`src/hw/rtl/sequent_peak_storage_tracker_unit_defines.svh`:
```
// ----------------------------------------------------------------------------
// sequent peak storage tracker assertion macros
// shared helpers for concurrent checks in the tracker rtl
// ----------------------------------------------------------------------------
`ifndef SEQUENT_PEAK_STORAGE_TRACKER_UNIT_DEFINES_SVH
`define SEQUENT_PEAK_STORAGE_TRACKER_UNIT_DEFINES_SVH

// same-cycle implication, disabled while reset is high
`define SPST_ASSERT_IMP(label, clk, rst, ante, cons, msg) \
  label: assert property (@(posedge clk) disable iff (rst) (ante) |-> (cons)) \
    else $error(msg);

// next-cycle implication, disabled while reset is high
`define SPST_ASSERT_NXT(label, clk, rst, ante, cons, msg) \
  label: assert property (@(posedge clk) disable iff (rst) (ante) |=> (cons)) \
    else $error(msg);

`endif

```
`src/hw/rtl/spst_ram.sv`:
```
// ----------------------------------------------------------------------------
// spst_ram
// generic simple dual-port ram, one write and one registered read port
// ----------------------------------------------------------------------------
`default_nettype none

module spst_ram #(
  parameter int WIDTH = 8,
  parameter int DEPTH = 16
) (
  input  wire logic                                   clk,
  input  wire logic                                   we,
  input  wire logic [(DEPTH > 1 ? $clog2(DEPTH) : 1)-1:0] waddr,
  input  wire logic [WIDTH-1:0]                       wdata,
  input  wire logic                                   re,
  input  wire logic [(DEPTH > 1 ? $clog2(DEPTH) : 1)-1:0] raddr,
  output logic      [WIDTH-1:0]                       rdata
);

  logic [WIDTH-1:0] mem [DEPTH];

  always_ff @(posedge clk) begin
    if (we) begin
      mem[waddr] <= wdata;
    end
    if (re) begin
      rdata <= mem[raddr];
    end
  end

endmodule

`default_nettype wire

```
`config.mk`:
```
export PLATFORM = sky130hd
export DESIGN_NAME = spst_ram
export DESIGN_NICKNAME = d
export VERILOG_FILES = /design/src/hw/rtl/sequent_peak_storage_tracker_unit_defines.svh /design/src/hw/rtl/spst_ram.sv
export SDC_FILE = /design/constraint.sdc
export NUM_CORES = 1
export LEC_CHECK = 0
export BUFFER_PORTS_ARGS = -buffer_cell sky130_fd_sc_hd__buf_4
export CAP_MARGIN = 40
export CORE_MARGIN = 1.5
export CORE_UTILIZATION = 35
export DETAILED_ROUTE_END_ITERATION = 16
export GPL_TIMING_DRIVEN = 0
export PLACE_DENSITY = 0.58
export SYNTH_ARGS = -nofsm -noshare
export SYNTH_HDL_FRONTEND = slang
export SYNTH_SLANG_ARGS = --single-unit
```
`constraint.sdc`:
```
create_clock -name clk -period 4 [get_ports clk]
set_input_delay 0.2 -clock clk [delete_from_list [all_inputs] [get_ports clk]]
set_output_delay 0.2 -clock clk [all_outputs]
set_load 0.03 [all_outputs]
```
==> impl_metrics.ini, run 1 <==
[logic_synthesis]
netlist_area_um2 = 5230
synth.area.top_cells = edfxtp_1 (78%), mux4_2 (7.8%), mux4_1 (7.0%)
synth-seq-area-share_pct = 78.1
ys.flop_type = edfxtp_1
synth_edf_count = 136
ys_ff_latch = 136
post-synth-top-count-cell = edfxtp_1
ys_types = 18
synthArstFlopShare_pct = 0
synth_warnings = 0
syn_inst = 229
avgSynthCellArea_um2 = 22.8
yosys.area.top_type_share_pct = 78.1
synth_nets = 248
yosys.area.top_type = edfxtp_1
yosys-top-cells-count = edfxtp_1 (136), mux4_2 (18), a22oi_1 (16)

[critical_path]
cpMaxStageDelayCell = mux4_1
path_max_fanout = 1
cp-start-kind = flip-flop
max_stage_delay_ps = 530
worst-setup-path-type = flip-flop to flip-flop
cp-end-kind = flip-flop
cp.required_ps = 4150
crit_chain = mux4_1 > a22oi_1 > nand2_1
crit_arrival_ps = 1760

[job]
drv_cap = 0

[clock_tree]
holdBufCountCts = 0
cts_resized = 0
worstSkewPairLatency_ps = 410
clock_sinks = 136
cts_setup_buffers = 0
cts_made_buffers = 17
clk_path_buf_depth = 2
cts-root-buf = clkbuf_16
h-tree-depth = 4
tritoncts = done
path_clk_slew_ps = 50

[die]
die_y_um = 125
start_util_pct = 36.0
coreArea_um2 = 14500
io_pins = 27
die_w_um = 125
num_rows = 44
die_area_um2 = 15700

[layout]
nets = 297
instances_no_fill = 475
post-route-cell-area_um2 = 6270
drive_gt1_share_pct = 28.9
fillerInstances = 1266
syn_to_final_growth_pct = 19.9
antenna_cells = 0

[timing]
finalHoldViolations = 0
fin_worst_skew_ps = 6.10
finalCritPeriodShare_pct = 40.3
slew_violations = 0
slew_headroom_pct = 44.0
rsz0062_at_grt = false
tightest_slew_ps = 837
max_freq_ghz = 0.621
tns_ps = 0
setup_viol = 0
fin_crit_ps = 1610
setup_ws_ps = 2390

[power]
intPower_mw = 2.70
p_switching_mw = 0.644
ir_drop_uv = 327
p_sw_share_pct = 19.2
clockPowerShare_pct = 46.5
power_frac_seq_pct = 48.2
combPwrFrac_pct = 5.3
power.density_nw_per_um2 = 534
power_leakage_nw = 2.09

[drt]
drc_errors = 0
wirelength_mm = 10.3
drtAntennaViolNets = 0
top_layer = met4
wl_met1_mm = 4.70
wl_per_cell_um = 21.7
wl_met3_um = 579
wl_met2_mm = 4.86
dr_total_vias = 2453
via_per_inst = 5.16
first_pass_iters = 5
initialDrtViolationCount = 213

[global_route]
grt_first_pass_wirelength_mm = 15.3
grt_pass1_vias = 2511
grt_max_degree = 17
grt_overflow_total = 0
antenna_found_initial = 0
grt_usage_pct = 14.0

[placed_design]
dp_cells = 443
dpl_cell_area_um2 = 5680
io_buffers = 25
dp_hpwl_mm = 6.54
gp_congestion = 0.750
dp_slack_ps = 2040

[min_path]
hold_class = input port to flip-flop

[status]
status = completed
-- cell usage in the layout (no fill, tap or decap) --
cell | netlist | final
mux4_1 | 14 | 14
clkbuf_1 | 0 | 2
edfxtp_1 | 136 | 136
mux4_2 | 18 | 18
nor3_1 | 4 | 4
nand3_1 | 1 | 1
and2b_1 | 1 | 1
or3b_2 | 1 | 1
bufinv_16 | 0 | 4
clkinv_1 | 0 | 5
buf_4 | 1 | 28
clkbuf_16 | 0 | 17
buf_2 | 3 | 6
clkdlybuf4s25_2 | 3 | 3
and2_1 | 1 | 1
nand2_1 | 9 | 9
nand2b_1 | 2 | 2
clkinv_2 | 0 | 4
nor2b_1 | 1 | 1
nand3b_1 | 2 | 2
nor2_1 | 13 | 13
buf_6 | 3 | 3
a22oi_1 | 16 | 16
-- cell families after synthesis --
kind of cell / after synthesis / share of synthesized area (%)
compound gates: 16 / 2.30
buf+inv: 10 / 1.65
flops: 136 / 78.1
mux: 32 / 14.8
simple gates: 35 / 3.14
-- metal layers --
metal  track usage [%]  up-vias
met5                 0        -
met4              4.68        0
met3              4.71       12
met2              21.1       80
met1              19.2     1281
li1                  -     1080
-- layout make-up --
cell class                 count  area [um^2]  area share, %
sequential                   136         4080           65.2
timing repair buffer          30          218           3.47
tap                          184          230           3.67
clock buffer                  19          433           6.91
multi-input combinational     83         1060           16.9
buffer                        10         86.3           1.38
clock inverter                13          159           2.54
-- power groups by stage --
stage / Sequential (mW) / Combinational [mW] / Clock (mW)
after floorplan: 1.66 / 0.0810 / 0
after global placement: 1.64 / 0.174 / 0
after detailed placement: 1.64 / 0.178 / 0
after CTS: 1.61 / 0.179 / 1.58
after global routing: 1.62 / 0.189 / 1.64
final: 1.61 / 0.177 / 1.56
-- sequential cells by signal (all words and copies together) (netlist names) --
| name | count |
|---|---|
| rdata | 8 |
| mem | 128 |
-- stage by stage --
step                      utilization, %  hold slack, ps  total power, mW
after CTS                           43.1            53.7             3.37
after floorplan                        -             299             1.74
after detailed placement            39.0             483             1.82
after global routing                43.1            53.7             3.44
after global placement              38.8             476             1.81
final                               43.1            65.8             3.35
-- critical path: cells and delay by family (launching register included) --
family | cells | cell delay, ps
mux | 1 | 530
compound gates | 1 | 370
flops | 1 | 340
simple gates | 1 | 100
-- worst paths after layout --
check	from	endpoint	slack, ps	depth (start not counted)
worst max register to register	mem[1][3]	rdata[3]	2390	3
worst max-delay path	mem[1][3]	rdata[3]	2390	3
worst min register to register	mem[15][3]	rdata[3]	750	3
worst min-delay path	re	rdata[2]	70	1
No activity file was read; power rests on OpenSTA's default activity.
==> run 2, diff against run 1 <==
--- a/config.mk
+++ b/config.mk
@@ -5,6 +5,7 @@
 export SDC_FILE = /design/constraint.sdc
 export NUM_CORES = 1
 export LEC_CHECK = 0
+export ABC_AREA = 1
 export BUFFER_PORTS_ARGS = -buffer_cell sky130_fd_sc_hd__buf_4
 export CAP_MARGIN = 40
 export CORE_MARGIN = 1.5
==> constraint.sdc (replaced) <==
create_clock -name clk -period 1.67 [get_ports clk]
set_input_delay 0.0835 -clock clk [delete_from_list [all_inputs] [get_ports clk]]
set_output_delay 0.0835 -clock clk [all_outputs]
set_load 0.03 [all_outputs]
==> impl_metrics.ini, run 2 <==
[logic_synthesis]
netlist_area_um2 = 5850
ys.flop_type = edfxtp_1
ys_types = 11
syn_inst = 551
synth_nets = 570
synth_edf_count = 136
yosys.area.top_type = edfxtp_1
ys_ff_latch = 136
synth.area.top_cells = edfxtp_1 (70%), nand2_1 (11%), nand3_1 (8.3%)
yosys.area.top_type_share_pct = 69.8
synth-seq-area-share_pct = 69.8
synthArstFlopShare_pct = 0
synth_warnings = 0
yosys-top-cells-count = nand2_1 (173), edfxtp_1 (136), inv_1 (100)
avgSynthCellArea_um2 = 10.6
post-synth-top-count-cell = nand2_1

[clock_tree]
clock_sinks = 136
clk_path_buf_depth = 2
cts-root-buf = clkbuf_16
holdBufCountCts = 1
tritoncts = done
worstSkewPairLatency_ps = 420
cts_made_buffers = 17
path_clk_slew_ps = 60
cts_setup_buffers = 0
cts_resized = 0
h-tree-depth = 4

[timing]
slew_headroom_pct = 40.3
finalCritPeriodShare_pct = 70.3
whs_ps = 21.4
rsz0062_at_grt = false
setup_viol = 0
setup_ws_ps = 497
finalHoldViolations = 0
fin_crit_ps = 1170
tightest_slew_ps = 892
slew_violations = 0
tns_ps = 0
fin_worst_skew_ps = 4.33
max_freq_ghz = 0.852

[die]
start_util_pct = 35.5
die_w_um = 132
die_area_um2 = 17500
coreArea_um2 = 16500
num_rows = 47
io_pins = 27
die_y_um = 132

[global_route]
grt_usage_pct = 17.4
grt_pass1_vias = 3798
grt_max_degree = 17
grt_overflow_total = 0
grt_first_pass_wirelength_mm = 22.0
antenna_found_initial = 0

[power]
power_leakage_nw = 2.98
intPower_mw = 6.79
combPwrFrac_pct = 6.4
p_sw_share_pct = 20.7
power.density_nw_per_um2 = 1230
p_switching_mw = 1.77
clockPowerShare_pct = 48.5
ir_drop_uv = 791
power_frac_seq_pct = 45.1
power.total_mw = 8.56

[layout]
multi_input_area_um2 = 1210
nets = 616
area.sequential_um2 = 4080
post-route-cell-area_um2 = 6980
top_register = mem
final_cell_mix = nand2_1 (173), edfxtp_1 (136), inv_1 (100), nand3_1 (97), buf_4 (30)
syn_to_final_growth_pct = 19.4
post-route-util_pct = 42.4
final_common_cell = nand2_1
largest_reg_flops = 128
top_regs = mem: 128 flops, rdata: 8 flops
drive_gt1_share_pct = 12.8
instances_no_fill = 829
fillerInstances = 1582
antenna_cells = 0

[drt]
drc_errors = 0
drtAntennaViolNets = 0
via_per_inst = 4.61
dr_total_vias = 3822
first_pass_iters = 5
wl_per_cell_um = 17.0
initialDrtViolationCount = 378
wirelength_mm = 14.1

[critical_path]
path_common_cell = nand3_1
ff2ff_path_depth = 6
cpMaxStageDelayCell = edfxtp_1
cp.required_ps = 1830
rr_startpoint = mem[14][3]
crit_chain = inv_1 > nand2_1 > nand3_1 > nand3_1 > nand3_1 > nand2_1
max_stage_delay_ps = 370
worst-setup-path-type = flip-flop to flip-flop
path_max_fanout = 1
cp-end-kind = flip-flop
cp-start-kind = flip-flop
ff2ff_setup_slack_ps = 500
path_buf_inv = 1
crit_arrival_ps = 1330
crit_family = simple AND/OR/NAND/NOR gates
worstReg2RegEnd = rdata[3]

[min_path]
hold_start = wdata[1]
whs_endpoint = mem[6][1]
min_path_cells = 1
hold_class = input port to flip-flop

[placed_design]
dp_cells = 796
dp_hpwl_mm = 9.48
dp_slack_ps = 30.6
io_buffers = 23
dpl_cell_area_um2 = 6310
gp_congestion = 0.883

[status]
status = completed

[job]
drv_cap = 0
==> run 2: changes by cell type in the layout (fill, tap and decap cells not counted), moves of 7 or more <==
| cell | previous run | this run |
|---|---|---|
| nand3_1 | 1 | 97 |
| nand2_1 | 9 | 173 |
| buf_2 | 6 | 13 |
| mux4_1 | 14 | 0 |
| inv_1 | 0 | 100 |
| a22oi_1 | 16 | 0 |
| mux4_2 | 18 | 0 |
==> run 2: worst max-delay path by stage <==
stage	slack [ps]	from	end	cells past startpoint
after floorplan	640	waddr[2]	mem[10][0]	2
after global placement	130	waddr[1]	mem[13][7]	4
after detailed placement	30	waddr[3]	mem[4][1]	3
after CTS	480	waddr[3]	mem[4][0]	3
after global routing	440	mem[12][3]	rdata[3]	6
final	500	mem[14][3]	rdata[3]	6
==> run 2: power groups by stage <==
stage / Clock, mW / Combinational (mW) / Sequential (mW)
5_1_grt: 4.38 / 0.601 / 3.87
2_1_floorplan: 0 / 0.270 / 3.97
3_3_place_gp: 0 / 0.533 / 3.93
4_1_cts: 4.22 / 0.548 / 3.87
6_report: 4.15 / 0.545 / 3.86
3_5_place_dp: 0 / 0.542 / 3.94
==> run 2: cell families (layout without fill, tap and decap cells) <==
group,Yosys count,in the layout,synth area share (%)
and+or+nand+nor,289,289,20.8
DFF,136,136,69.8
buffers and inverters,126,184,9.39
==> run 2: metal layers <==
metal  track usage, %  vias up  part of all wire, %
li1                 -     1874                    -
met1             23.0     1790                   45
met2             27.1      134                   47
met3             4.46       24                  6.4
met4             8.06        0                  2.5
met5                0        -                    0
==> run 2: area by class of cell <==
cell class	count	area share, %
well taps	220	3.94
repair buffers	27	2.94
clock buffers	17	6.09
flip-flops and latches	136	58.5
multi-input cells	289	17.4
clock inverters	14	3.28
inverters	102	5.48
plain buffers	24	2.38
==> run 3, diff against run 2 <==
==> constraint.sdc (replaced) <==
create_clock -name clk -period 1.2 [get_ports clk]
set_input_delay 0.06 -clock clk [delete_from_list [all_inputs] [get_ports clk]]
set_output_delay 0.06 -clock clk [all_outputs]
set_load 0.03 [all_outputs]
==> impl_metrics.ini, run 3 (synthesized netlist as in run 2, its figures left out) <==
[status]
status = completed

[global_route]
grt_usage_pct = 17.5
grt_max_degree = 17
grt_pass1_vias = 3819
grt_first_pass_wirelength_mm = 22.1
antenna_found_initial = 0
grt_overflow_total = 0

[timing]
setup_viol = 0
rsz0062_at_grt = true
slew_headroom_pct = 39.8
finalHoldViolations = 0
slew_violations = 0
tightest_slew_ps = 900
fin_worst_skew_ps = 4.01
finalCritPeriodShare_pct = 95.9
fin_crit_ps = 1150
max_freq_ghz = 0.869

[die]
die_y_um = 132
die_area_um2 = 17500
start_util_pct = 35.5
coreArea_um2 = 16500
die_w_um = 132
num_rows = 47
io_pins = 27

[critical_path]
max_stage_delay_ps = 360
cp.required_ps = 1360
worst-setup-path-type = flip-flop to flip-flop
cp-start-kind = flip-flop
path_max_fanout = 1
cpMaxStageDelayCell = edfxtp_1
crit_chain = inv_1 > nand2_1 > nand3_1 > nand3_1 > nand3_1 > nand2_1
path_common_cell = nand3_1
cp-end-kind = flip-flop
crit_arrival_ps = 1310

[power]
power_leakage_nw = 3.01
power_frac_seq_pct = 45.1
intPower_mw = 9.46
combPwrFrac_pct = 6.6
p_sw_share_pct = 20.7
ir_drop_uv = 1100
power.density_nw_per_um2 = 1690
p_switching_mw = 2.47
clockPowerShare_pct = 48.4

[drt]
drtAntennaViolNets = 0
drc_errors = 0
wl_met2_mm = 6.74
top_layer = met4
first_pass_iters = 5
via_per_inst = 4.65
initialDrtViolationCount = 391
wl_met1_mm = 6.32
wirelength_mm = 14.2
wl_per_cell_um = 17.1
dr_total_vias = 3877
wl_met3_um = 843

[placed_design]
dp_hpwl_mm = 9.48
io_buffers = 23
dp_cells = 796
gp_congestion = 0.883

[layout]
final_common_cell = nand2_1
post-route-util_pct = 42.9
fillerInstances = 1584
top_register = mem
multi_input_area_um2 = 1250
instances_no_fill = 833
nets = 620
syn_to_final_growth_pct = 20.8
top_regs = mem: 128 flops, rdata: 8 flops
area.sequential_um2 = 4080
antenna_cells = 0
final_cell_mix = nand2_1 (173), edfxtp_1 (136), inv_1 (100), nand3_1 (89), buf_4 (30)
drive_gt1_share_pct = 14.0
largest_reg_flops = 128

[clock_tree]
path_clk_slew_ps = 60
clk_path_buf_depth = 2
cts-root-buf = clkbuf_16
cts_made_buffers = 17
tritoncts = done
h-tree-depth = 4
clock_sinks = 136
worstSkewPairLatency_ps = 420
cts_setup_buffers = 0

[min_path]
hold_class = input port to flip-flop

[job]
drv_cap = 0
[run 3: cell types whose count changed in the layout (fill, tap and decap cells not counted)]
cell,delta
nand3_1,-8
nand3_2,+8
dlygate4sd3_1,+4
[run 3: power by group through the flow]
stage          clock [mW]  combinational, mW  sequential [mW]
2_1_floorplan           0              0.375             5.52
3_3_place_gp            0              0.742             5.47
3_5_place_dp            0              0.755             5.48
4_1_cts              5.87              0.774             5.38
5_1_grt              6.09              0.860             5.39
6_report             5.77              0.782             5.38
[run 3: path summary, 6_finish.rpt]
check	from	cells after the start	slack, ps	endpoint
max	mem[15][6]	6	50	rdata[6]
max reg2reg	mem[15][6]	6	50	rdata[6]
min reg2reg	mem[13][5]	6	800	rdata[5]
min	wdata[4]	1	6	mem[7][4]
[run 3: repair_timing]
item | in CTS | in global routing
hold buffers | 5 | 0
setup endpoints to repair | 0 | 8
gates resized for setup | 0 | 8
hold endpoints to repair | 72 | 0
[run 3: stage by stage]
| step | setup TNS, ps | power [mW] | setup WS (ps) | cell area (um^2) | hold slack [ps] |
|---|---|---|---|---|---|
| 3_3_place_gp | -28410 | 6.22 | -319 | 6290 | 334 |
| 5_1_grt | -19.4 | 12.3 | -18.9 | 7060 | 1.07 |
| 2_1_floorplan | 0 | 5.90 | 189 | 5850 | 159 |
| 6_report | 0 | 11.9 | 48.9 | 7060 | 6.47 |
| 3_5_place_dp | -28080 | 6.23 | -416 | 6310 | 340 |
| 4_1_cts | 0 | 12.0 | 12.3 | 7010 | 3.23 |
[run 3: layout make-up]
| cell class | instances | area share (%) |
|---|---|---|
| flip-flops and latches | 136 | 57.8 |
| multi-input cells | 289 | 17.8 |
| clock buffers | 17 | 6.02 |
| inverters | 102 | 5.42 |
| well taps | 220 | 3.90 |
| repair buffers | 31 | 3.47 |
| clock inverters | 14 | 3.24 |
| plain buffers | 24 | 2.36 |
[run 3: routing by layer]
layer	global-route usage, %	vias to the layer above
li1	-	1881
met1	23.0	1839
met2	27.2	133
met3	4.46	24
met4	8.06	0
met5	0	-
[run 3: worst max-delay path: cells and delay by family (launching register included)]
| kind | cells | cell delay (ps) |
|---|---|---|
| flip-flops | 1 | 360 |
| AND/OR/NAND/NOR | 5 | 470 |
| buffers and inverters | 1 | 60 |
