## config.mk

```make
export PLATFORM = sky130hd
export DESIGN_NAME = spst_update
export DESIGN_NICKNAME = d
export VERILOG_FILES = /design/src/hw/rtl/sequent_peak_storage_tracker_unit_defines.svh /design/src/hw/rtl/spst_pkg.sv /design/src/hw/rtl/spst_update.sv
export SDC_FILE = /design/constraint.sdc
export NUM_CORES = 1
export LEC_CHECK = 0
export ABC_CLOCK_PERIOD_IN_PS = 13500
export BUFFER_PORTS_ARGS = -buffer_cell sky130_fd_sc_hd__buf_2
export CAP_MARGIN = 30
export CORE_MARGIN = 2
export CORE_UTILIZATION = 50
export DETAILED_ROUTE_END_ITERATION = 8
export MAX_ROUTING_LAYER = met4
export PLACE_DENSITY = 0.79
export SYNTH_ARGS = -nofsm -noshare
export SYNTH_HDL_FRONTEND = slang
export SYNTH_SLANG_ARGS = --single-unit
export TNS_END_PERCENT = 20
```

## constraint.sdc

```tcl
create_clock -name vclk -period 13.5
set_input_delay 2.025 -clock vclk [all_inputs]
set_output_delay 2.025 -clock vclk [all_outputs]
set_load 0.02 [all_outputs]
```

## src/hw/rtl/sequent_peak_storage_tracker_unit_defines.svh

```systemverilog
// ----------------------------------------------------------------------------
// sequent peak storage tracker assertion macros
// shared helpers for concurrent checks in the tracker rtl
// ----------------------------------------------------------------------------
`ifndef SEQUENT_PEAK_STORAGE_TRACKER_UNIT_DEFINES_SVH
`define SEQUENT_PEAK_STORAGE_TRACKER_UNIT_DEFINES_SVH

// same-cycle implication, disabled while reset is high
`define SPST_ASSERT_IMP(label, clk, rst, ante, cons, msg) \
  label: assert property (@(posedge clk) disable iff (rst) (ante) |-> (cons)) \
    else $error(msg);

// next-cycle implication, disabled while reset is high
`define SPST_ASSERT_NXT(label, clk, rst, ante, cons, msg) \
  label: assert property (@(posedge clk) disable iff (rst) (ante) |=> (cons)) \
    else $error(msg);

`endif

```

## src/hw/rtl/spst_pkg.sv

```systemverilog
// ----------------------------------------------------------------------------
// spst_pkg
// widths, register map and shared types of the peak storage tracker
// ----------------------------------------------------------------------------
`default_nettype none

package spst_pkg;

  localparam int CELLS_DEF = 4096;
  localparam int CELL_W    = 12;
  localparam int SAMPLE_W  = 32;
  localparam int STORE_W   = 40;
  localparam int DELTA_W   = SAMPLE_W + 1;
  localparam int SUM_W     = STORE_W + 2;
  localparam int APB_DW    = 32;
  localparam int APB_AW    = 4;

  localparam logic [STORE_W-1:0]  STORE_MAX    = {STORE_W{1'b1}};
  localparam logic [SAMPLE_W-1:0] MISSING_DEF  = {1'b1, {(SAMPLE_W-1){1'b0}}};

  // register index, taken from paddr[3:2]
  typedef enum logic [1:0] {
    REG_MODE       = 2'd0,
    REG_TRG_MISS   = 2'd1,
    REG_SRC_MISS   = 2'd2,
    REG_UNUSED     = 2'd3
  } reg_idx_t;

  typedef struct packed {
    logic                mode_deficit;
    logic [SAMPLE_W-1:0] target_missing_code;
    logic [SAMPLE_W-1:0] source_missing_code;
  } cfg_t;

endpackage

`default_nettype wire

```

## src/hw/rtl/spst_update.sv

```systemverilog
// ----------------------------------------------------------------------------
// spst_update
// one cell step: range and missing checks, signed delta, clamp and saturate, peak raise
// ----------------------------------------------------------------------------
`default_nettype none

module spst_update (
  input  wire spst_pkg::cfg_t                     cfg,
  input  wire logic                               oor,
  input  wire logic [spst_pkg::SAMPLE_W-1:0]      trg,
  input  wire logic [spst_pkg::SAMPLE_W-1:0]      src,
  input  wire logic [spst_pkg::STORE_W-1:0]       base_now,
  input  wire logic [spst_pkg::STORE_W-1:0]       base_peak,
  output logic      [spst_pkg::STORE_W-1:0]       res_now,
  output logic      [spst_pkg::STORE_W-1:0]       res_peak,
  output logic                                    res_skip
);

  logic                              miss;
  logic [spst_pkg::DELTA_W-1:0]      trg_x;
  logic [spst_pkg::DELTA_W-1:0]      src_x;
  logic [spst_pkg::DELTA_W-1:0]      delta;
  logic [spst_pkg::SUM_W-1:0]        sum;
  logic [spst_pkg::STORE_W-1:0]      now;

  assign miss  = (trg == cfg.target_missing_code) || (src == cfg.source_missing_code);
  assign trg_x = {trg[spst_pkg::SAMPLE_W-1], trg};
  assign src_x = {src[spst_pkg::SAMPLE_W-1], src};
  assign delta = cfg.mode_deficit ? (trg_x - src_x) : (src_x - trg_x);
  assign sum   = {2'b00, base_now}
               + {{(spst_pkg::SUM_W-spst_pkg::DELTA_W){delta[spst_pkg::DELTA_W-1]}}, delta};

  always_comb begin
    // top bit is the sign, the next one flags a carry past the store width
    if (sum[spst_pkg::SUM_W-1]) begin
      now = '0;
    end else if (sum[spst_pkg::SUM_W-2]) begin
      now = spst_pkg::STORE_MAX;
    end else begin
      now = sum[spst_pkg::STORE_W-1:0];
    end

    if (oor) begin
      res_now  = '0;
      res_peak = '0;
      res_skip = 1'b1;
    end else if (miss) begin
      res_now  = base_now;
      res_peak = base_peak;
      res_skip = 1'b1;
    end else begin
      res_now  = now;
      res_peak = (now > base_peak) ? now : base_peak;
      res_skip = 1'b0;
    end
  end

endmodule

`default_nettype wire

```

==> impl_metrics.toml, run 1 <==
[setup_path]
cp.arrival_ps = 10390
timing_worst_setup_path_type = "in -> out"
cp.required_ps = 11480
timing.critical_path.buf_inv = 6
setup.worst_path.end_class = "primary output"
worstPathMaxFanout = 34
crit_path_start_kind = "input port"
timing.critical_path.depth = 35
cp_slowest_stage_delay_ps = 670
critical-path-slowest-cell = "a211oi_1"
critPathTopFamily = "compound AO/OA/AOI/OAI gates"

[grt]
antenna_found_initial = 0
first_global_vias = 10440
track_usage_pct = 34.54
grt_first_pass_wirelength_mm = 54.01
grt_start_max_net_pins = 38
grt_overflow_total = 0

[synth]
yosys_warnings = 0
synthesis.nets = 1748
synth_cell_type_count = 79
post_synth_instance_area_sq_mm = 0.009037
synth_area_per_cell_sq_um = 6.502
seq_area_frac_synth_pct = 0
syn_inst = 1390

[drt]
detail_route.wirelength_mm = 33.97
firstDrtPassIters = 6
ant_nets = 0
vias = 11200
post_drt_via_cell_ratio = 6.012
route.detailed.drc = 0
dr.first_iter.drc_count = 987
average_routed_wire_per_standard_cell_um = 18.23

[final_layout]
commonest_cells_after_routing_fill_and_taps_aside = "291 x buf_2, 145 x ha_1, 136 x inv_1, 136 x nand2_1, 133 x a21oi_1"
register_area_sq_um = 0
share_of_cells_above_drive_strength_1_pct = 20.44
sequential_cell_total = 0
finish.utilization_pct = 59.49
area.growth.synth_to_final_pct = 17.43
insertedDiodeCount = 0
finalNetCount = 1994
clock_buffers = 0
final_common_cell = "buf_2"

[sta]
setup_total_negative_slack_ps = 0
worst_slew_pin_slew_ps = 957.4
final-setup-viol-count = 0
rsz0062_at_grt = "no"
timing.slew.headroom_pct = 35.72
number_of_hold_violations_in_the_final_report = 0
final.min_clock_period_ps = 12410
count_of_final_max_slew_check_failures = 0
layout_worst_path_cycle_share_pct = 91.93
maxClockFrequency_mhz = 80.58

[die]
die_h_um = 138.4
core.rowCount = 49
initial_core_util_pct = 50.66
coreArea_sq_mm = 0.01784
io_pins = 291
die_area_sq_mm = 0.01917
dieWidth_um = 138.4

[power]
p_per_area_mw_per_mm2 = 106.8
reported_leakage_power_uw = 0.005518
max-vdd-ir-drop_uv = 80.33

[clocking]
holdBufCountCts = 0
buffers_inserted_during_post_cts_setup_optimization = 0
cts.repair.resized = 0

[worst_hold_path]
min-delay-path-class = "in -> out"
whs_path_depth = 4

[placed_design]
hpwl_mm = 29.51
placement.io_buffers = 291
place_congestion = 0.9949

[outcome]
result_of_the_run = "finished clean"

[flow_run]
drv_cap = 0
==> final timing paths <==
path	start	to	slack (ps)
max	src[0]	res_peak[34]	1090
min	base_peak[5]	res_peak[5]	4380
==> synthesized netlist by cell type (4+ instances only) <==
master | count | share of area [%]
a2111oi_0 | 4 | 0.39
a211o_1 | 7 | 0.68
a211oi_1 | 16 | 1.3
a21boi_0 | 5 | 0.42
a21o_1 | 40 | 3.3
a21oi_1 | 133 | 7.4
a22o_1 | 12 | 1.2
a22oi_1 | 5 | 0.42
a31oi_1 | 8 | 0.55
and2_1 | 8 | 0.55
and3_1 | 20 | 1.4
and4_1 | 5 | 0.48
buf_2 | 13 | 0.72
buf_4 | 5 | 0.42
clkbuf_1 | 34 | 1.4
ha_1 | 145 | 20
inv_1 | 136 | 5.6
mux2_2 | 6 | 0.75
mux2i_1 | 5 | 0.55
nand2_1 | 136 | 5.6
nand2b_1 | 9 | 0.62
nand3_1 | 32 | 1.8
nand4_1 | 22 | 1.5
nor2_1 | 85 | 3.5
nor2b_1 | 17 | 1.2
nor3_1 | 45 | 2.5
nor4_1 | 20 | 1.4
o211ai_1 | 26 | 2.2
o21a_1 | 12 | 1.0
o21ai_0 | 105 | 5.8
o21ai_1 | 39 | 2.2
o21bai_1 | 22 | 1.8
o31a_1 | 5 | 0.48
o31ai_1 | 7 | 0.58
or2_2 | 5 | 0.35
xnor2_1 | 39 | 3.8
xor2_1 | 85 | 8.2
==> layer usage <==
layer	GRT usage (%)	up-vias	routed length [um]
li1	-	5498	-
met1	45.21	5048	14770
met2	57.50	594	15600
met3	2.321	61	2416
met4	9.882	0	1192
met5	-	-	0
==> metrics by stage <==
step / hold slack, ps / instances / total power (uW) / cell area (sq um) / setup WS [ps]
final: 4383 / 1863 / 1133 / 10610 / 1089
after global routing: 4413 / 1863 / 1245 / 10610 / 246.4
after CTS: 4386 / 1863 / 1113 / 10610 / 1218
after detailed placement: 4385 / 1863 / 1110 / 10610 / 1235
after global placement: 4383 / 1863 / 1095 / 10610 / 1386
after floorplan: 4226 / 1390 / 792.2 / 9037 / 2695
==> tightest hold or removal path, stage by stage <==
cell and delay [ps]:
buf_2 80, nand2_1 40, o21ai_0 50, buf_2 160
==> logic make-up after synthesis <==
logic type,Yosys count,share of synthesized area [%]
xor gates and xnor gates,124,12.02
buffers and inverters,195,8.667
adders and majority gates,148,20.74
and+or+nand+nor,421,22.50
muxes,11,1.301
AOI/OAI and AO/OA,491,34.78
==> where the power goes <==
part	internal [uW]	switching [uW]	total [uW]	leakage, uW
clock	0	0	0	0
combinational	413	720	1130	0.00552
sequential	0	0	0	0
total	413	720	1130	0.00552
==> area by class of cell <==
type	instances	area (sq um)
Multi-Input combinational cell	1195	8273
Inverter	137	514.2
Fill cell	1794	7228
Timing Repair Buffer	302	1539
Tap cell	229	286.5
Power figures use the tool's default switching activity.
==> run 2, diff against run 1 <==
--- a/config.mk
+++ b/config.mk
@@ -8,3 +8,3 @@
 export ABC_CLOCK_PERIOD_IN_PS = 13500
-export BUFFER_PORTS_ARGS = -buffer_cell sky130_fd_sc_hd__buf_2
+export BUFFER_PORTS_ARGS = -buffer_cell sky130_fd_sc_hd__buf_4
 export CAP_MARGIN = 30
==> constraint.sdc (replaced) <==
create_clock -name vclk -period 13.5
set_input_delay 2.025 -clock vclk [all_inputs]
set_output_delay 2.025 -clock vclk [all_outputs]
set_load 0.05 [all_outputs]
==> run 2 against run 1 <==
Utilization rose by 4.3 points. Routed wire length is 2.5% higher. Setup slack got worse by 280 ps. Non-clock buffer count increased by 4.
==> impl_metrics.toml, run 2 (same netlist as run 1, synthesis figures left out) <==
[die]
dieWidth_um = 138.4
core.rowCount = 49
coreArea_sq_mm = 0.01784
io_pins = 291
die_h_um = 138.4
die_area_sq_mm = 0.01917
initial_core_util_pct = 50.66

[drt]
average_routed_wire_per_standard_cell_um = 18.65
post_drt_via_cell_ratio = 6.127
dr.first_iter.drc_count = 1102
vias = 11440
firstDrtPassIters = 6
ant_nets = 0
detail_route.wirelength_mm = 34.81
route.detailed.drc = 0

[final_layout]
sequential_cell_total = 0
clock_buffers = 0
fill_cells = 1709
area.growth.synth_to_final_pct = 25.96
commonest_cells_after_routing_fill_and_taps_aside = "305 x buf_4, 145 x ha_1, 136 x inv_1, 136 x nand2_1, 133 x a21oi_1"
share_of_cells_above_drive_strength_1_pct = 20.70
insertedDiodeCount = 0
finalNetCount = 1998
register_area_sq_um = 0
final_common_cell = "buf_4"
finish.cell_count_without_fillers = 1867

[placed_design]
place_congestion = 1.001
placement.io_buffers = 291
hpwl_mm = 30.19
pre_cts_setup_slack_ps = 961.8
cell_count_after_placement = 1867

[grt]
grt_overflow_total = 0
grt_start_max_net_pins = 42
first_global_vias = 10800
track_usage_pct = 34.99
antenna_found_initial = 0
grt_first_pass_wirelength_mm = 54.54

[setup_path]
cp.arrival_ps = 10670
critPathTopFamily = "simple AND/OR/NAND/NOR gates"
worstPathMaxFanout = 35
cp.required_ps = 11480
worst_setup_path_startpoint = "src[0]"
critical-path-slowest-cell = "a21oi_4"
timing_worst_setup_path_type = "in -> out"
timing.critical_path.buf_inv = 5
cp_slowest_stage_delay_ps = 700
crit_path_start_kind = "input port"
setup.worst_path.end_class = "primary output"

[sta]
number_of_hold_violations_in_the_final_report = 0
layout_setup_ws_ps = 806.3
rsz0062_at_grt = "no"
count_of_final_max_slew_check_failures = 0
maxClockFrequency_mhz = 78.78
final.min_clock_period_ps = 12690
setup_total_negative_slack_ps = 0
final-setup-viol-count = 0
layout_worst_path_cycle_share_pct = 94.03
timing.slew.headroom_pct = 44.22
worst_slew_pin_slew_ps = 834.9

[worst_hold_path]
min-delay-path-class = "in -> out"
min_from = "base_peak[8]"

[power]
fin_total_pwr_uw = 1385
max-vdd-ir-drop_uv = 107.1
reported_leakage_power_uw = 0.005746
p_per_area_mw_per_mm2 = 121.7

[clocking]
holdBufCountCts = 0

[flow_run]
drv_cap = 0

[outcome]
result_of_the_run = "finished clean"
[run 2: cell type report]
class	instances	area [sq um]	share of cell area [%]
inverter	137	514.2	4.517
tap	229	286.5	2.517
timing repair buffer	306	2305	20.25
multi-input combinational	1195	8278	72.72
[run 2: stage by stage]
stage	area, sq um	hold slack, ps	utilization [%]
final	11380	4421	63.81
after global routing	11380	4442	63.81
after CTS	11380	4424	63.78
after detailed placement	11380	4423	63.78
after global placement	11360	4421	63.65
after floorplan	9037	4325	-
[run 2: final timing paths]
check	to	slack, ps	depth (start not counted)
worst max-delay path	res_peak[19]	810	33
worst min-delay path	res_peak[8]	4420	4
[run 2: what timing repair did]
item | 4_1_cts | 5_1_grt
buffers inserted | 0 | 0
resized for setup | 0 | 1
setup endpoints to repair | 0 | 11
[run 2: metal layers]
metal | share of wire (%) | GRT usage [%]
met1 | 42 | 44.38
met2 | 45 | 57.95
met3 | 8.7 | 3.429
met4 | 4.6 | 12.57
met5 | 0 | -
[run 2: power breakdown]
group	internal, uW	switching [uW]
sequential	0	0
clock	0	0
combinational	481	905
==> run 3, diff against run 2 <==
Settings changed: PLACE_DENSITY 0.79 to 0.77.
==> run 3 against run 2 <==
Routed wire length fell by 1.1%. Final cell count is 0.16% lower. Sequential cell count did not move. Die area unchanged. Critical path depth is 2 higher. Sequential share of layout area did not move. Critical path type unchanged.
==> impl_metrics.toml, run 3 (same netlist as run 1, synthesis figures left out) <==
[outcome]
result_of_the_run = "finished clean"

[clocking]
cts.repair.resized = 0
buffers_inserted_during_post_cts_setup_optimization = 0
holdBufCountCts = 0

[grt]
grt_overflow_total = 0
grt_first_pass_wirelength_mm = 54.01
first_global_vias = 10680
track_usage_pct = 34.49
grt_start_max_net_pins = 56
antenna_found_initial = 0

[die]
dieWidth_um = 138.4
io_pins = 291
die_area_sq_mm = 0.01917
coreArea_sq_mm = 0.01784
core.rowCount = 49
die_h_um = 138.4
initial_core_util_pct = 50.66

[power]
fin_total_pwr_uw = 1375
reported_leakage_power_uw = 0.005723
max-vdd-ir-drop_uv = 113.7
p_per_area_mw_per_mm2 = 121.2

[sta]
number_of_hold_violations_in_the_final_report = 0
timing.slew.headroom_pct = 40.85
worst_slew_pin_slew_ps = 885.3
setup_total_negative_slack_ps = 0
final.min_clock_period_ps = 12440
layout_setup_ws_ps = 1060
maxClockFrequency_mhz = 80.39
rsz0062_at_grt = "no"
final-setup-viol-count = 0
layout_worst_path_cycle_share_pct = 92.15
count_of_final_max_slew_check_failures = 0

[placed_design]
pre_cts_setup_slack_ps = 1252
hpwl_mm = 29.89
placement.io_buffers = 291
place_congestion = 0.9843

[worst_hold_path]
whs_path_depth = 4
worst_hold_path.endpoint = "res_peak[15]"
min_from = "base_peak[15]"
min-delay-path-class = "in -> out"

[final_layout]
fill_cells = 1767
area.growth.synth_to_final_pct = 25.53
sequential_cell_total = 0
share_of_cells_above_drive_strength_1_pct = 20.43
final_common_cell = "buf_4"
register_area_sq_um = 0
insertedDiodeCount = 0
clock_buffers = 0
commonest_cells_after_routing_fill_and_taps_aside = "302 x buf_4, 145 x ha_1, 136 x inv_1, 136 x nand2_1, 133 x a21oi_1"
finalNetCount = 1995

[drt]
route.met2.wl_mm = 15.94
post_drt_via_cell_ratio = 6.058
met3_wirelength_mm = 2.391
average_routed_wire_per_standard_cell_um = 18.46
vias = 11290
top_layer = "met4"
dr.first_iter.drc_count = 1080
detail_route.wirelength.met1_mm = 14.89
firstDrtPassIters = 5
ant_nets = 0
route.detailed.drc = 0
detail_route.wirelength_mm = 34.42

[setup_path]
cp.required_ps = 11480
setup.worst_path.end_class = "primary output"
crit_path_start_kind = "input port"
timing_worst_setup_path_type = "in -> out"
critical-path-slowest-cell = "a211oi_1"
cp_slowest_stage_delay_ps = 680
worstPathMaxFanout = 35
cp.arrival_ps = 10410

[flow_run]
drv_cap = 0
[run 3: cell count changes in the layout (fill, tap and decap cells not counted)]
cell | previous run | this run
buf_8 | 1 | 0
a211oi_2 | 4 | 3
a211oi_1 | 15 | 16
buf_1 | 0 | 1
buf_4 | 305 | 302
[run 3: worst max-delay path: cells and delay by family]
family / cells / cell delay (ps)
xor+xnor: 1 / 160
compound gates: 15 / 4410
fa+ha+maj: 4 / 1240
simple gates: 9 / 1680
buf+inv: 6 / 860
[run 3: metal layers]
metal | vias to the layer above | track usage, %
li1 | 5509 | -
met2 | 557 | 58.44
met3 | 63 | 1.870
met1 | 5164 | 44.62
met5 | - | -
met4 | 0 | 9.774
[run 3: cell type report]
| class | count | area (sq um) | area share, % |
|---|---|---|---|
| multi-input combinational | 1195 | 8273 | 72.92 |
| timing repair buffer | 303 | 2271 | 20.02 |
| inverter | 137 | 514.2 | 4.533 |
| tap | 229 | 286.5 | 2.526 |
[run 3: worst max path at each step]
| stage | startpoint | to | cells past startpoint |
|---|---|---|---|
| global route | cfg[64] | res_peak[27] | 31 |
| detailed placement | trg[0] | res_peak[34] | 35 |
| CTS | trg[0] | res_peak[34] | 35 |
| finish | src[0] | res_peak[34] | 35 |
| global placement | src[1] | res_peak[10] | 33 |
| floorplan | trg[0] | res_peak[30] | 35 |
[run 3: through the flow]
step	instances	hold slack, ps	cell area (sq um)	utilization [%]
final	1864	4425	11340	63.59
after global placement	1862	4426	11330	63.52
after CTS	1864	4426	11340	63.59
after floorplan	1390	4325	9037	-
after detailed placement	1864	4426	11340	63.59
after global routing	1864	4440	11340	63.59
[run 3: power by group]
group | switching [uW] | internal [uW]
clock | 0 | 0
combinational | 897 | 477
sequential | 0 | 0
