**config.mk**
```make
export PLATFORM = sky130hd
export DESIGN_NAME = spst_cfg
export DESIGN_NICKNAME = d
export VERILOG_FILES = /design/src/hw/rtl/sequent_peak_storage_tracker_unit_defines.svh /design/src/hw/rtl/spst_pkg.sv /design/src/hw/rtl/spst_cfg.sv
export SDC_FILE = /design/constraint.sdc
export NUM_CORES = 1
export LEC_CHECK = 0
export ABC_AREA = 1
export BUFFER_PORTS_ARGS = -buffer_cell sky130_fd_sc_hd__buf_2
export CAP_MARGIN = 10
export CORE_MARGIN = 2
export CORE_UTILIZATION = 45
export DETAILED_ROUTE_END_ITERATION = 12
export PLACE_DENSITY = 0.77
export SLEW_MARGIN = 20
export SYNTH_ARGS = -nofsm -noshare
export SYNTH_HDL_FRONTEND = slang
export SYNTH_SLANG_ARGS = --single-unit
```
**constraint.sdc**
```tcl
create_clock -name clk -period 1 [get_ports clk]
set_clock_uncertainty 0.1 [all_clocks]
set_input_delay 0 -clock clk [delete_from_list [all_inputs] [get_ports clk]]
set_output_delay 0 -clock clk [all_outputs]
set_load 0.1 [all_outputs]
```
**src/hw/rtl/sequent_peak_storage_tracker_unit_defines.svh**
```systemverilog
// ----------------------------------------------------------------------------
// sequent peak storage tracker assertion macros
// shared helpers for concurrent checks in the tracker rtl
// ----------------------------------------------------------------------------
`ifndef SEQUENT_PEAK_STORAGE_TRACKER_UNIT_DEFINES_SVH
`define SEQUENT_PEAK_STORAGE_TRACKER_UNIT_DEFINES_SVH

// same-cycle implication, disabled while reset is high
`define SPST_ASSERT_IMP(label, clk, rst, ante, cons, msg) \
  label: assert property (@(posedge clk) disable iff (rst) (ante) |-> (cons)) \
    else $error(msg);

// next-cycle implication, disabled while reset is high
`define SPST_ASSERT_NXT(label, clk, rst, ante, cons, msg) \
  label: assert property (@(posedge clk) disable iff (rst) (ante) |=> (cons)) \
    else $error(msg);

`endif

```
**src/hw/rtl/spst_pkg.sv**
```systemverilog
// ----------------------------------------------------------------------------
// spst_pkg
// widths, register map and shared types of the peak storage tracker
// ----------------------------------------------------------------------------
`default_nettype none

package spst_pkg;

  localparam int CELLS_DEF = 4096;
  localparam int CELL_W    = 12;
  localparam int SAMPLE_W  = 32;
  localparam int STORE_W   = 40;
  localparam int DELTA_W   = SAMPLE_W + 1;
  localparam int SUM_W     = STORE_W + 2;
  localparam int APB_DW    = 32;
  localparam int APB_AW    = 4;

  localparam logic [STORE_W-1:0]  STORE_MAX    = {STORE_W{1'b1}};
  localparam logic [SAMPLE_W-1:0] MISSING_DEF  = {1'b1, {(SAMPLE_W-1){1'b0}}};

  // register index, taken from paddr[3:2]
  typedef enum logic [1:0] {
    REG_MODE       = 2'd0,
    REG_TRG_MISS   = 2'd1,
    REG_SRC_MISS   = 2'd2,
    REG_UNUSED     = 2'd3
  } reg_idx_t;

  typedef struct packed {
    logic                mode_deficit;
    logic [SAMPLE_W-1:0] target_missing_code;
    logic [SAMPLE_W-1:0] source_missing_code;
  } cfg_t;

endpackage

`default_nettype wire

```
**src/hw/rtl/spst_cfg.sv**
```systemverilog
// ----------------------------------------------------------------------------
// spst_cfg
// apb register file: mode and the two missing-sample codes
// ----------------------------------------------------------------------------
`default_nettype none

module spst_cfg (
  input  wire logic                         clk,
  input  wire logic                         rst,
  input  wire logic                         psel,
  input  wire logic                         penable,
  input  wire logic                         pwrite,
  input  wire logic [spst_pkg::APB_AW-1:0]  paddr,
  input  wire logic [spst_pkg::APB_DW-1:0]  pwdata,
  output logic      [spst_pkg::APB_DW-1:0]  prdata,
  output logic                              pready,
  output spst_pkg::cfg_t                    cfg
);

  spst_pkg::reg_idx_t idx;
  logic               wr;

  assign idx    = spst_pkg::reg_idx_t'(paddr[3:2]);
  assign pready = 1'b1;
  assign wr     = psel && penable && pwrite;

  always_ff @(posedge clk) begin
    if (rst) begin
      cfg.mode_deficit        <= 1'b1;
      cfg.target_missing_code <= spst_pkg::MISSING_DEF;
      cfg.source_missing_code <= spst_pkg::MISSING_DEF;
    end else if (wr) begin
      case (idx)
        spst_pkg::REG_MODE:     cfg.mode_deficit        <= pwdata[0];
        spst_pkg::REG_TRG_MISS: cfg.target_missing_code <= pwdata;
        spst_pkg::REG_SRC_MISS: cfg.source_missing_code <= pwdata;
        default: ;
      endcase
    end
  end

  always_comb begin
    case (idx)
      spst_pkg::REG_MODE:     prdata = {{(spst_pkg::APB_DW-1){1'b0}}, cfg.mode_deficit};
      spst_pkg::REG_TRG_MISS: prdata = cfg.target_missing_code;
      spst_pkg::REG_SRC_MISS: prdata = cfg.source_missing_code;
      default:                prdata = '0;
    endcase
  end

endmodule

`default_nettype wire

```
==> results.md, run 1 <==
- Global placement routability congestion: 0.747
- Boundary pin count: 139
- Setup repair bufs after CTS: 77
- Yosys cell types: 15
- Post-Syn Area per Cell: 6.28 um2
- Post-Synthesis Cells: around 500
- Root Driver: clkbuf_8
- H-tree depth: 3
- CTS Buffer Depth: 2
- Status: did not finish
- Register area share after synthesis: 41.6%
- Hold buffers post-CTS: 28
- Starting Density: 46.3%
- Post-DP HPWL: 10,700 um
- Yosys Warn Count: 0
- Post_cts resized: 101
- Placed cell areas: 6350 um2
- FF+latch count, synth: 65
- Chip width: 87.4 um
- Stop stage: clock tree synthesis
- Clock sink total: 65
- Mapped Nets: 539
- Setup slack after placement: -0.137 ns
- TritonCTS Buffers: 9
- Post-Synthesis Cell Area: 3130 um2
- Die Ht: between 80 and 90 um
- Std-Cell Rows: 30
- IO buf count: 135
- Tool error message: [ERROR DPL-0038] Utilization greater than 100%, impossible to legalize
==> cells by family after synthesis <==
family          share of synthesized area, %
compound gates                         0.320
buf+inv                                 10.6
flops                                   41.6
other cells                            0.120
simple gates                            47.3
==> cells in the mapped netlist <==
master | number | area, um2
nor2_4 | 4 | 45.0
nand2_1 | 165 | 619
buf_4 | 9 | 67.6
nor2_2 | 1 | 6.26
buf_1 | 5 | 18.8
conb_1 | 1 | 3.75
dfxtp_1 | 65 | 1300
inv_1 | 33 | 124
nand3_1 | 68 | 340
o21ai_0 | 2 | 10.0
clkbuf_1 | 1 | 3.75
buf_2 | 13 | 65.1
inv_2 | 2 | 7.51
nor2_1 | 125 | 469
buf_6 | 4 | 45.0
==> stage by stage <==
step                      std cells  TNS (ns)
after floorplan                 498  -0.00974
after global placement          702     -1.53
after detailed placement        702     -7.29
==> inputs of run 2 (changes only) <==
--- a/config.mk
+++ b/config.mk
@@ -9,9 +9,9 @@
 export BUFFER_PORTS_ARGS = -buffer_cell sky130_fd_sc_hd__buf_2
 export CAP_MARGIN = 10
 export CORE_MARGIN = 2
-export CORE_UTILIZATION = 45
+export CORE_UTILIZATION = 30
 export DETAILED_ROUTE_END_ITERATION = 12
-export PLACE_DENSITY = 0.77
+export PLACE_DENSITY_LB_ADDON = 0.15
 export SLEW_MARGIN = 20
 export SYNTH_ARGS = -nofsm -noshare
 export SYNTH_HDL_FRONTEND = slang
==> run 2 against run 1 <==
  * The flow now finishes, with violations (negative setup slack)
  * Area after synthesis stayed put
  * Synthesized cell count stayed put
==> results.md, run 2 <==
- Yosys cell types: 15 (unchanged)
- Multi-input gate area: 2500 um2
- Register area share after synthesis: 41.6% (unchanged)
- Most flop-heavy register: cfg
- Pwr dens: 844 nW/um2
- Die Ht: 106 um (+21%)
- Slowest stage delay, CP: 0.38 ns
- RSZ-0062 raised after global routing: yes
- Layout Utilization: 82.1%
- Worst path slowest cell: dfxtp_4
- DR vias: 4,187
- Max FFs per register: 65
- Area grow syn2layout: 169%
- Cell with the most instances after synthesis: nand2_1
- CP endpoint kind: primary output
- Final worst slack: -0.111 ns
- Vias in the first global route: 4,166
- Yosys Warn Count: 0 (unchanged)
- First-pass GRT wire length: 19,800 um
- Post-Synthesis Cells: 498 (unchanged)
- Boundary pin count: 139 (unchanged)
- Clock sink total: 65 (unchanged)
- TritonRoute pass-1 iters: 4
- Placed cell areas: 6440 um2 (+1.3%)
- Top post-synthesis cells by area: dfxtp_1, nand2_1, nor2_1
- EDFF count, synth: 0 (unchanged)
- DRC: 0
- CP Launch Type: flop
- Overflow after GRT: 0
- Mapped Nets: 539 (unchanged)
- DRT antenna net count: 0
- FF+latch count, synth: 65 (unchanged)
- Share of layout cells above drive strength 1: 56.0%
- CP max FO: 3
- Worst-path clk slew: 0.07 ns
- Std-Cell Rows: 37 (+23%)
- Reg area: 1550 um2
- Ys async rst share: 0% (unchanged)
- Iteration-0 DRC Markers: 159
- Total track usage: a little over a fifth
- Clock Latency Late Sink: 0.33 ns
- Worst-path cell chain: nand2_4 > nand2_8 > buf_12
- TritonCTS Buffers: 9 (unchanged)
- Slew Limit Fails: 0
- Area leader, netlist: dfxtp_1
- Initial antenna violation count: 1
- Die ar.: approximately 11,000 um2
- Critical path class: flop to primary output
- Min Hold Slack: 0.0114 ns
- Min cycle time layout: 1.11 ns
- Max-cap viol count: 0
- Chip width: 106 um (+21%)
- Failing checks: negative setup slack
- Starting Density: 30.6% (-16 points)
- Setup violators final: 97
- Status: complete, but fails checks
- Largest net degree at the start of global routing: 42
- Global placement routability congestion: 0.752 (+0.74%)
- Power Total: just over 7 mW
- Vias per cell: 4.70
- Core Region: 10,200 um2
- Total Wirelength: around 14,000 um
- IO buf count: 135 (unchanged)
- Nets: a little under 800
- Final clock period utilization by the worst path: 111%
- Root Driver: clkbuf_8
- TritonCTS clock tree: built
- H-tree depth: 3 (unchanged)
- Post-synth top area share: 41.6% (unchanged)
- Commonest non-fill, non-tap cell in the layout: nor2_1
- Final hold violation count: 0
- FILL cells: roughly 570
- Commonest non-fill, non-tap cells in the layout: nor2_1, buf_12, nand2_1, nand3_1, dfxtp_4
- Top FF cell, synth: dfxtp_1
- Hold/Removal Path Class: input pin to flop
- Post-Synthesis Cell Area: 3130 um2 (unchanged)
- Req. time, crit path: 0.90 ns
- Worst vdd ir: 701 uV
- Final Instance Area: about 8400 um2
- Post-Syn Area per Cell: 6.28 um2 (unchanged)
- Drt wl/cell: 15.9 um
- Fmax: 900 MHz
- Synth cell count leaders: nand2_1, nor2_1, nand3_1
- Biggest regs: cfg x65
- Worst path arrival time: between 1 and 1.5 ns
- Post-DP HPWL: 7610 um (-29%)
- Lkg Pwr: between 4 and 5 nW
- CTS Buffer Depth: 2 (unchanged)
-- run 2: area by class of cell --
class / instances / share of cell area [%]
Inverter: 35 / 1.56
Tap cell: 136 / 2.03
Clock inverter: 4 / 0.820
Antenna cell: 1 / 0.0298
Sequential cell: 65 / 18.4
Multi-Input combinational cell: 366 / 29.8
Timing Repair Buffer: 272 / 45.8
Clock buffer: 11 / 1.56
-- run 2: metal layers --
metal | global-route usage (%) | vias to the layer above | wire [um]
met1 | 23.5 | 1985 | 5270
met5 | 0 | - | 0
met4 | 8.36 | 0 | 380
li1 | - | 2028 | -
met2 | 42.2 | 141 | 7760
met3 | 4.17 | 33 | 725
-- run 2: cells by family after synthesis --
kind of cell           Yosys count  share of synthesized area [%]
other                            1                          0.120
buffers and inverters           67                           10.6
flip-flops                      65                           41.6
AO/OA/AOI/OAI                    2                          0.320
AND/OR/NAND/NOR                363                           47.3
-- run 2: worst paths after layout --
kind / start / to / slack (ns) / cells after the start
worst min-delay path: rst / cfg[38] / 0.01 / 5
worst max register to register: cfg[4] / cfg[4] / 0.01 / 4
worst max-delay path: cfg[13] / prdata[13] / -0.11 / 3
worst min register to register: cfg[25] / cfg[25] / 0.43 / 2
-- run 2: power breakdown --
part	switching [mW]	total [mW]	leakage (nW)	internal, mW
Sequential	0.0806	2.59	0.575	2.51
Clock	0.982	2.36	0.101	1.38
Combinational	1.25	2.13	3.54	0.889
-- run 2: what timing repair did --
| item | 4_1_cts | 5_1_grt |
|---|---|---|
| hold buffers | 34 | 0 |
| resized for setup | 97 | 41 |
| endpoints found under the setup margin | 36 | 135 |
| gates cloned | 1 | 7 |
| endpoints found under the hold margin | 65 | 0 |
| buffers inserted | 65 | 15 |
| pin swaps | 14 | 60 |
-- run 2: worst max-delay path, delay by kind of cell, from the launching register on --
family / cells / cell delay [ns]
and+or+nand+nor: 2 / 0.14
buffers and inverters: 1 / 0.16
DFF: 1 / 0.38
-- run 2: through the flow --
step | TNS, ns | worst slack [ns] | cells
after detailed placement | -6.61 | -0.101 | 753
after global routing | -10.13 | -0.140 | 890
after global placement | -4.44 | -0.0762 | 753
after CTS | -8.98 | -0.131 | 868
final | -7.66 | -0.111 | 890
after floorplan | -0.00974 | -0.00974 | 498
(Power assumes the default switching activity.)
==> inputs of run 3 (changes only) <==
==> constraint.sdc (replaced) <==
create_clock -name clk -period 1.2 [get_ports clk]
set_clock_uncertainty 0.1 [all_clocks]
set_input_delay 0 -clock clk [delete_from_list [all_inputs] [get_ports clk]]
set_output_delay 0 -clock clk [all_outputs]
set_load 0.1 [all_outputs]
==> run 3 against run 2 <==
  * Sequential power down 13%
  * Core utilization down 28 points
  * Global-route usage down 4.8 points
  * Clock power down 22%
  * Routed wire length down 32%
  * Setup slack better by 0.17 ns
  * Largest cell class unchanged
  * Count of clock-buffer cells in the layout unchanged
  * Combinational power down 42%
  * First-iteration DRC count down 33%
  * Cell count down 10%
  * The flow now finishes without violations
  * Die area unchanged
  * Via count down 16%
==> results.md, run 3 (synthesis gave the netlist of run 2 again) <==
- Lkg Pwr: 2.58 nW (-39%)
- DRC: 0 (unchanged)
- Number of diodes: 0 (-1)
- Slowest stage delay, CP: 0.36 ns (-0.02 ns)
- Non-Filler Instances: 801 (-10%)
- Worst path arrival time: 1.04 ns (+0.03 ns)
- Pwr dens: 964 nW/um2 (+14%)
- Die ar.: 11,300 um2 (unchanged)
- Post-DP HPWL: 6520 um (-14%)
- Root Driver: clkbuf_8
- Hold/Removal Path Class: input pin to flop
- Starting Density: 30.6% (unchanged)
- Layout Utilization: 54.0% (-28 points)
- Clock sink total: 65 (unchanged)
- Worst Path Buf+Inv: 1 (unchanged)
- Placed cells: 751 (-0.27%)
- Commonest non-fill, non-tap cell in the layout: nand2_1
- Clock Latency Late Sink: 0.33 ns (about the same)
- Most flop-heavy register: cfg
- Setup slack after placement: 0.113 ns (+0.214 ns)
- Boundary pin count: 139 (unchanged)
- Total track usage: 17.2% (-4.8 points)
- Drt wl/cell: 12.0 um (-25%)
- Critical path class: flop to primary output
- Commonest non-fill, non-tap cells in the layout: nand2_1, nor2_1, buf_4, nand3_1, dfxtp_2
- Min cycle time layout: 1.14 ns
- Final worst slack: 0.0582 ns (+0.169 ns)
- Worst-path cell chain: nand2_1 > nand2_4 > buf_12
- Final Instance Area: 5520 um2 (-34%)
- CP endpoint kind: primary output
- Vias per cell: 4.40 (-6.4%)
- TritonRoute pass-1 iters: 4 (unchanged)
- Max-cap viol count: 0 (unchanged)
- Largest net degree at the start of global routing: 66 (+57%)
- Final hold violation count: 0 (unchanged)
- TritonCTS clock tree: built
- Total Wirelength: 9580 um (-32%)
- Final clock period utilization by the worst path: 95.1%
- CP startpoint: cfg[46]
- DRT antenna net count: 0 (unchanged)
- DR vias: 3,527 (-16%)
- RR Startpoint: cfg[31]
- H-tree depth: 3 (unchanged)
- Placed cell areas: 4820 um2 (-25%)
- RSZ-0062 raised after global routing: no
- Initial antenna violation count: 0 (-1)
- Share of layout cells above drive strength 1: 40.8% (-15 points)
- Iteration-0 DRC Markers: 107 (-33%)
- Fmax: 876 MHz
- Setup violators final: 0 (-100%)
- Area grow syn2layout: 76.6%
- Chip width: 106 um (unchanged)
- Min Hold Slack: 0.0282 ns (+0.0168 ns)
- Overflow after GRT: 0 (unchanged)
- Nets: 701 (-11%)
- First-pass GRT wire length: 15,800 um (-20%)
- Core Region: 10,200 um2 (unchanged)
- Status: finished, final reports clean
- Die Ht: 106 um (unchanged)
- TritonCTS Buffers: 9 (unchanged)
- Worst vdd ir: 486 uV (-31%)
- CP max FO: 3 (unchanged)
- CP Launch Type: flop
- Worst path slowest cell: dfxtp_2
- IO buf count: 135 (unchanged)
- Delay-heaviest family, CP: flip-flops
- Biggest regs: cfg x65
- Max FFs per register: 65 (unchanged)
- Req. time, crit path: 1.10 ns (+0.20 ns)
- Vias in the first global route: 3,388 (-19%)
- CTS Buffer Depth: 2 (unchanged)
- Hold path start: rst
- Std-Cell Rows: 37 (unchanged)
- Slew Limit Fails: 0 (unchanged)
- Worst-path clk slew: 0.07 ns (about the same)
- Global placement routability congestion: 0.722 (-4.1%)
-- run 3: cell types whose count changed in the layout (fill, tap and decap cells not counted), sizes merged --
cell / delta
clkinvlp: +2
bufinv: -1
buf: -81
diode: -1
clkbuf: -7
bufbuf: -1
-- run 3: per-layer routing --
layer,global-route usage (%),share of wire [%],vias to the layer above,wire [um]
met5,0,0,-,0
met4,5.64,1.0,0,98
met3,3.74,5.5,10,523
met2,29.4,48,92,4570
met1,21.4,46,1598,4390
li1,-,-,1827,-
-- run 3: worst paths after layout --
kind,slack [ns],end,depth (start not counted)
max,0.06,prdata[14],3
min reg2reg,0.39,cfg[49],2
min,0.03,cfg[63],4
max reg2reg,0.46,cfg[31],2
-- run 3: through the flow --
stage | setup TNS [ns] | power (mW)
6_report | 0 | 5.32
3_5_place_dp | 0 | 3.42
4_1_cts | 0 | 5.41
5_1_grt | 0 | 5.56
2_1_floorplan | -0.0155 | 3.12
3_3_place_gp | 0 | 3.41
-- run 3: cell type report --
type                            count  area (um2)
Clock inverter                      5        55.1
Multi-Input combinational cell    366        1750
Timing Repair Buffer              183        1890
Sequential cell                    65        1390
Inverter                           35         131
Fill cell                         973        4710
Tap cell                          136         170
Clock buffer                       11         141
-- run 3: what timing repair did --
item                                    in CTS  in global routing
hold buffers                                33                  0
hold endpoints to repair                    65                  0
pin swaps                                    0                  0
endpoints found under the setup margin      61                  2
setup buffers                                0                  1
gates resized for setup                     61                  4
-- run 3: power by group --
group	leakage (nW)	internal (mW)	switching [mW]
combinational	1.92	0.390	0.838
clock	0.0953	1.01	0.838
sequential	0.556	2.21	0.0405
-- run 3: worst reg2reg max path, stage by stage, from the launching register on --
cell     delay [ns]
dfxtp_4        0.36
o21ai_0        0.07
nand3_1        0.09
==> inputs of run 4 (changes only) <==
--- a/config.mk
+++ b/config.mk
@@ -8,8 +8,10 @@
 export ABC_AREA = 1
 export BUFFER_PORTS_ARGS = -buffer_cell sky130_fd_sc_hd__buf_2
 export CAP_MARGIN = 10
+export CELL_PAD_IN_SITES_DETAIL_PLACEMENT = 0
+export CELL_PAD_IN_SITES_GLOBAL_PLACEMENT = 2
 export CORE_MARGIN = 2
-export CORE_UTILIZATION = 30
+export CORE_UTILIZATION = 23
 export DETAILED_ROUTE_END_ITERATION = 12
 export PLACE_DENSITY_LB_ADDON = 0.15
 export SLEW_MARGIN = 20
==> run 4 against run 3 <==
  * Design area increased by 4.0%
  * First-iteration DRC count up 7.5%
  * Via count rose by 0.23%
  * Clock power up 27%
  * Setup slack worse by 0.017 ns
  * Register-to-register slack hardly changed
  * Cell count rose by 5.0%
  * Sequential share of layout area down 0.92 points
  * Non-clock buffer count stayed put
  * Largest power group is now the clock network
==> results.md, run 4 (synthesis gave the netlist of run 2 again) <==
- Status: finished, final reports clean
- Critical path class: flop to primary output
- Commonest non-fill, non-tap cell in the layout: nand2_1
- Int Power: 4.07 mW (+13%)
- Largest net degree at the start of global routing: 49 (-26%)
- Clock Latency Late Sink: 0.33 ns (about the same)
- Share of layout cells above drive strength 1: 39.9% (-0.84 points)
- CP endpoint kind: primary output
- Min cycle time layout: 1.16 ns (+0.0171 ns)
- Hold Path Stages: 4 (unchanged)
- Worst path arrival time: 1.06 ns (+0.02 ns)
- Post-DP HPWL: 7130 um (+9.4%)
- Total Wirelength: 10,600 um (+10%)
- TritonCTS Buffers: 9 (unchanged)
- Most flop-heavy register: cfg
- Fmax: 863 MHz (-1.5%)
- FF-to-FF End: cfg[63]
- Min Hold Slack: 0.0244 ns (-0.00375 ns)
- Slowest stage delay, CP: 0.38 ns (+0.02 ns)
- Hold EP: cfg[31]
- Worst vdd ir: 494 uV (+1.6%)
- Lkg Pwr: 2.63 nW (+2.0%)
- Clock sink total: 65 (unchanged)
- Boundary pin count: 139 (unchanged)
- Final Instance Area: 5740 um2 (+4.0%)
- CTS Buffer Depth: 2 (unchanged)
- Combinational share of power: 21.5% (-1.6 points)
- RSZ-0062 raised after global routing: no
- IO buf count: 135 (unchanged)
- Pwr dens: 1020 nW/um2 (+6.0%)
- Die ar.: 14,500 um2 (+29%)
- Vias in the first global route: 3,357 (-0.91%)
- Delay-heaviest family, CP: flip-flops
- Iteration-0 DRC Markers: 115 (+7.5%)
- Slew Limit Fails: 0 (unchanged)
- FILL cells: 1,386 (+42%)
- Hold path start: paddr[3]
- Setup violators final: 0 (unchanged)
- TritonRoute pass-1 iters: 4 (unchanged)
- Drt wl/cell: 12.6 um (+5.2%)
- Max FFs per register: 65 (unchanged)
- Psw: 1.80 mW (+4.7%)
- Final clock period utilization by the worst path: 96.6% (+1.4 points)
- Initial antenna violation count: 0 (unchanged)
- Core Region: 13,200 um2 (+29%)
- CP Launch Type: flop
- Non-Filler Instances: 841 (+5.0%)
- Sequential share of power: 38.4% (-3.8 points)
- Worst-path clk slew: 0.05 ns (-0.02 ns)
- FF-to-FF setup slack: 0.47 ns (about the same)
- DRC: 0 (unchanged)
- Global placement routability congestion: 0.716 (-0.83%)
- Hold/Removal Path Class: input pin to flop
- Starting Density: 23.6% (-7.0 points)
- Placed cells: 791 (+5.3%)
- Clock Power Share: 40.1% (+5.4 points)
- Setup slack after placement: 0.0703 ns (-0.0429 ns)
- TritonCTS clock tree: built
- Nets: 701 (unchanged)
- Layout Utilization: 43.4% (-11 points)
- Req. time, crit path: 1.10 ns (about the same)
- Die Ht: 121 um (+14%)
- Placed cell areas: 4980 um2 (+3.3%)
- Setup TNS: 0 ns (unchanged)
- CP max FO: 3 (unchanged)
- Sw frac: 30.6% (-1.6 points)
- Root Driver: clkbuf_16
- Final hold violation count: 0 (unchanged)
- Worst-path cell chain: nand2_1 > nand2_4 > buf_12
- DR vias: 3,535 (+0.23%)
- Biggest regs: cfg x65
- RR Startpoint: cfg[63]
- Max-cap viol count: 0 (unchanged)
- First-pass GRT wire length: 17,300 um (+9.2%)
- FF-to-FF path depth: 2 (unchanged)
- Final worst slack: 0.0412 ns (-0.0171 ns)
- Vias per cell: 4.20 (-4.5%)
- Worst path slowest cell: dfxtp_2
- Chip width: 121 um (+14%)
- Setup repair bufs after CTS: 0 (unchanged)
- Area grow syn2layout: 83.6%
- Overflow after GRT: 0 (unchanged)
- Total track usage: 15.2% (-2.0 points)
- Commonest non-fill, non-tap cells in the layout: nand2_1, nor2_1, nand3_1, dfxtp_2, buf_4
- H-tree depth: 3 (unchanged)
- Std-Cell Rows: 42 (+14%)
- Power Total: 5.87 mW (+10%)
- DRT antenna net count: 0 (unchanged)
- Worst Path Buf+Inv: 1 (unchanged)
## run 4: cell types whose count changed in the layout (fill, tap and decap cells not counted), moves of 2 or more
cell and change:
clkbuf_4 +4, buf_4 -13, clkbuf_16 +9, clkbuf_1 +4
clkinvlp_4 -2, clkbuf_8 -9, buf_12 +8
## run 4: repair_timing
item	4_1_cts	5_1_grt
pin swaps	0	0
endpoints found under the setup margin	55	21
hold endpoints to repair	65	0
resized for setup	56	8
hold buffers	34	0
## run 4: area by class of cell
type	instances	area, um2	area share (%)
inverters	35	133	2.31
well taps	176	220	3.84
clock buffers	15	258	4.49
multi-input cells	366	1750	30.4
repair buffers	183	1990	34.6
diodes	1	2.50	0.0436
flip-flops and latches	65	1390	24.3
## run 4: worst min-delay path, delay by kind of cell
| kind | cells | cell delay [ns] |
|---|---|---|
| simple gates | 2 | 0.19 |
| compound gates | 1 | 0.10 |
| buf+inv | 1 | 0.13 |
## run 4: layer usage
| metal | GRT usage, % | vias to the layer above | wire, um |
|---|---|---|---|
| met3 | 3.58 | 11 | 555 |
| li1 | - | 1831 | - |
| met4 | 6.98 | 0 | 187 |
| met2 | 24.6 | 83 | 5090 |
| met1 | 19.1 | 1610 | 4750 |
| met5 | 0 | - | 0 |
## run 4: how the worst max path moves through the flow
| stage | slack (ns) | end | depth (start not counted) | startpoint |
|---|---|---|---|---|
| 2_1_floorplan | -0.02 | prdata[0] | 2 | cfg[64] |
| 3_3_place_gp | 0.10 | prdata[14] | 7 | paddr[3] |
| 3_5_place_dp | 0.07 | cfg[10] | 6 | pwrite |
| 4_1_cts | 0.0001 | cfg[55] | 1 | cfg[55] |
| 5_1_grt | 0.002 | prdata[0] | 3 | cfg[32] |
| 6_report | 0.04 | prdata[31] | 3 | cfg[63] |
## run 4: power by group through the flow
stage	Combinational, mW	Sequential (mW)	Clock [mW]
global placement	1.16	2.30	0
floorplan	0.479	2.64	0
finish	1.26	2.25	2.35
detailed placement	1.16	2.30	0
global route	1.34	2.26	2.54
CTS	1.27	2.26	2.44
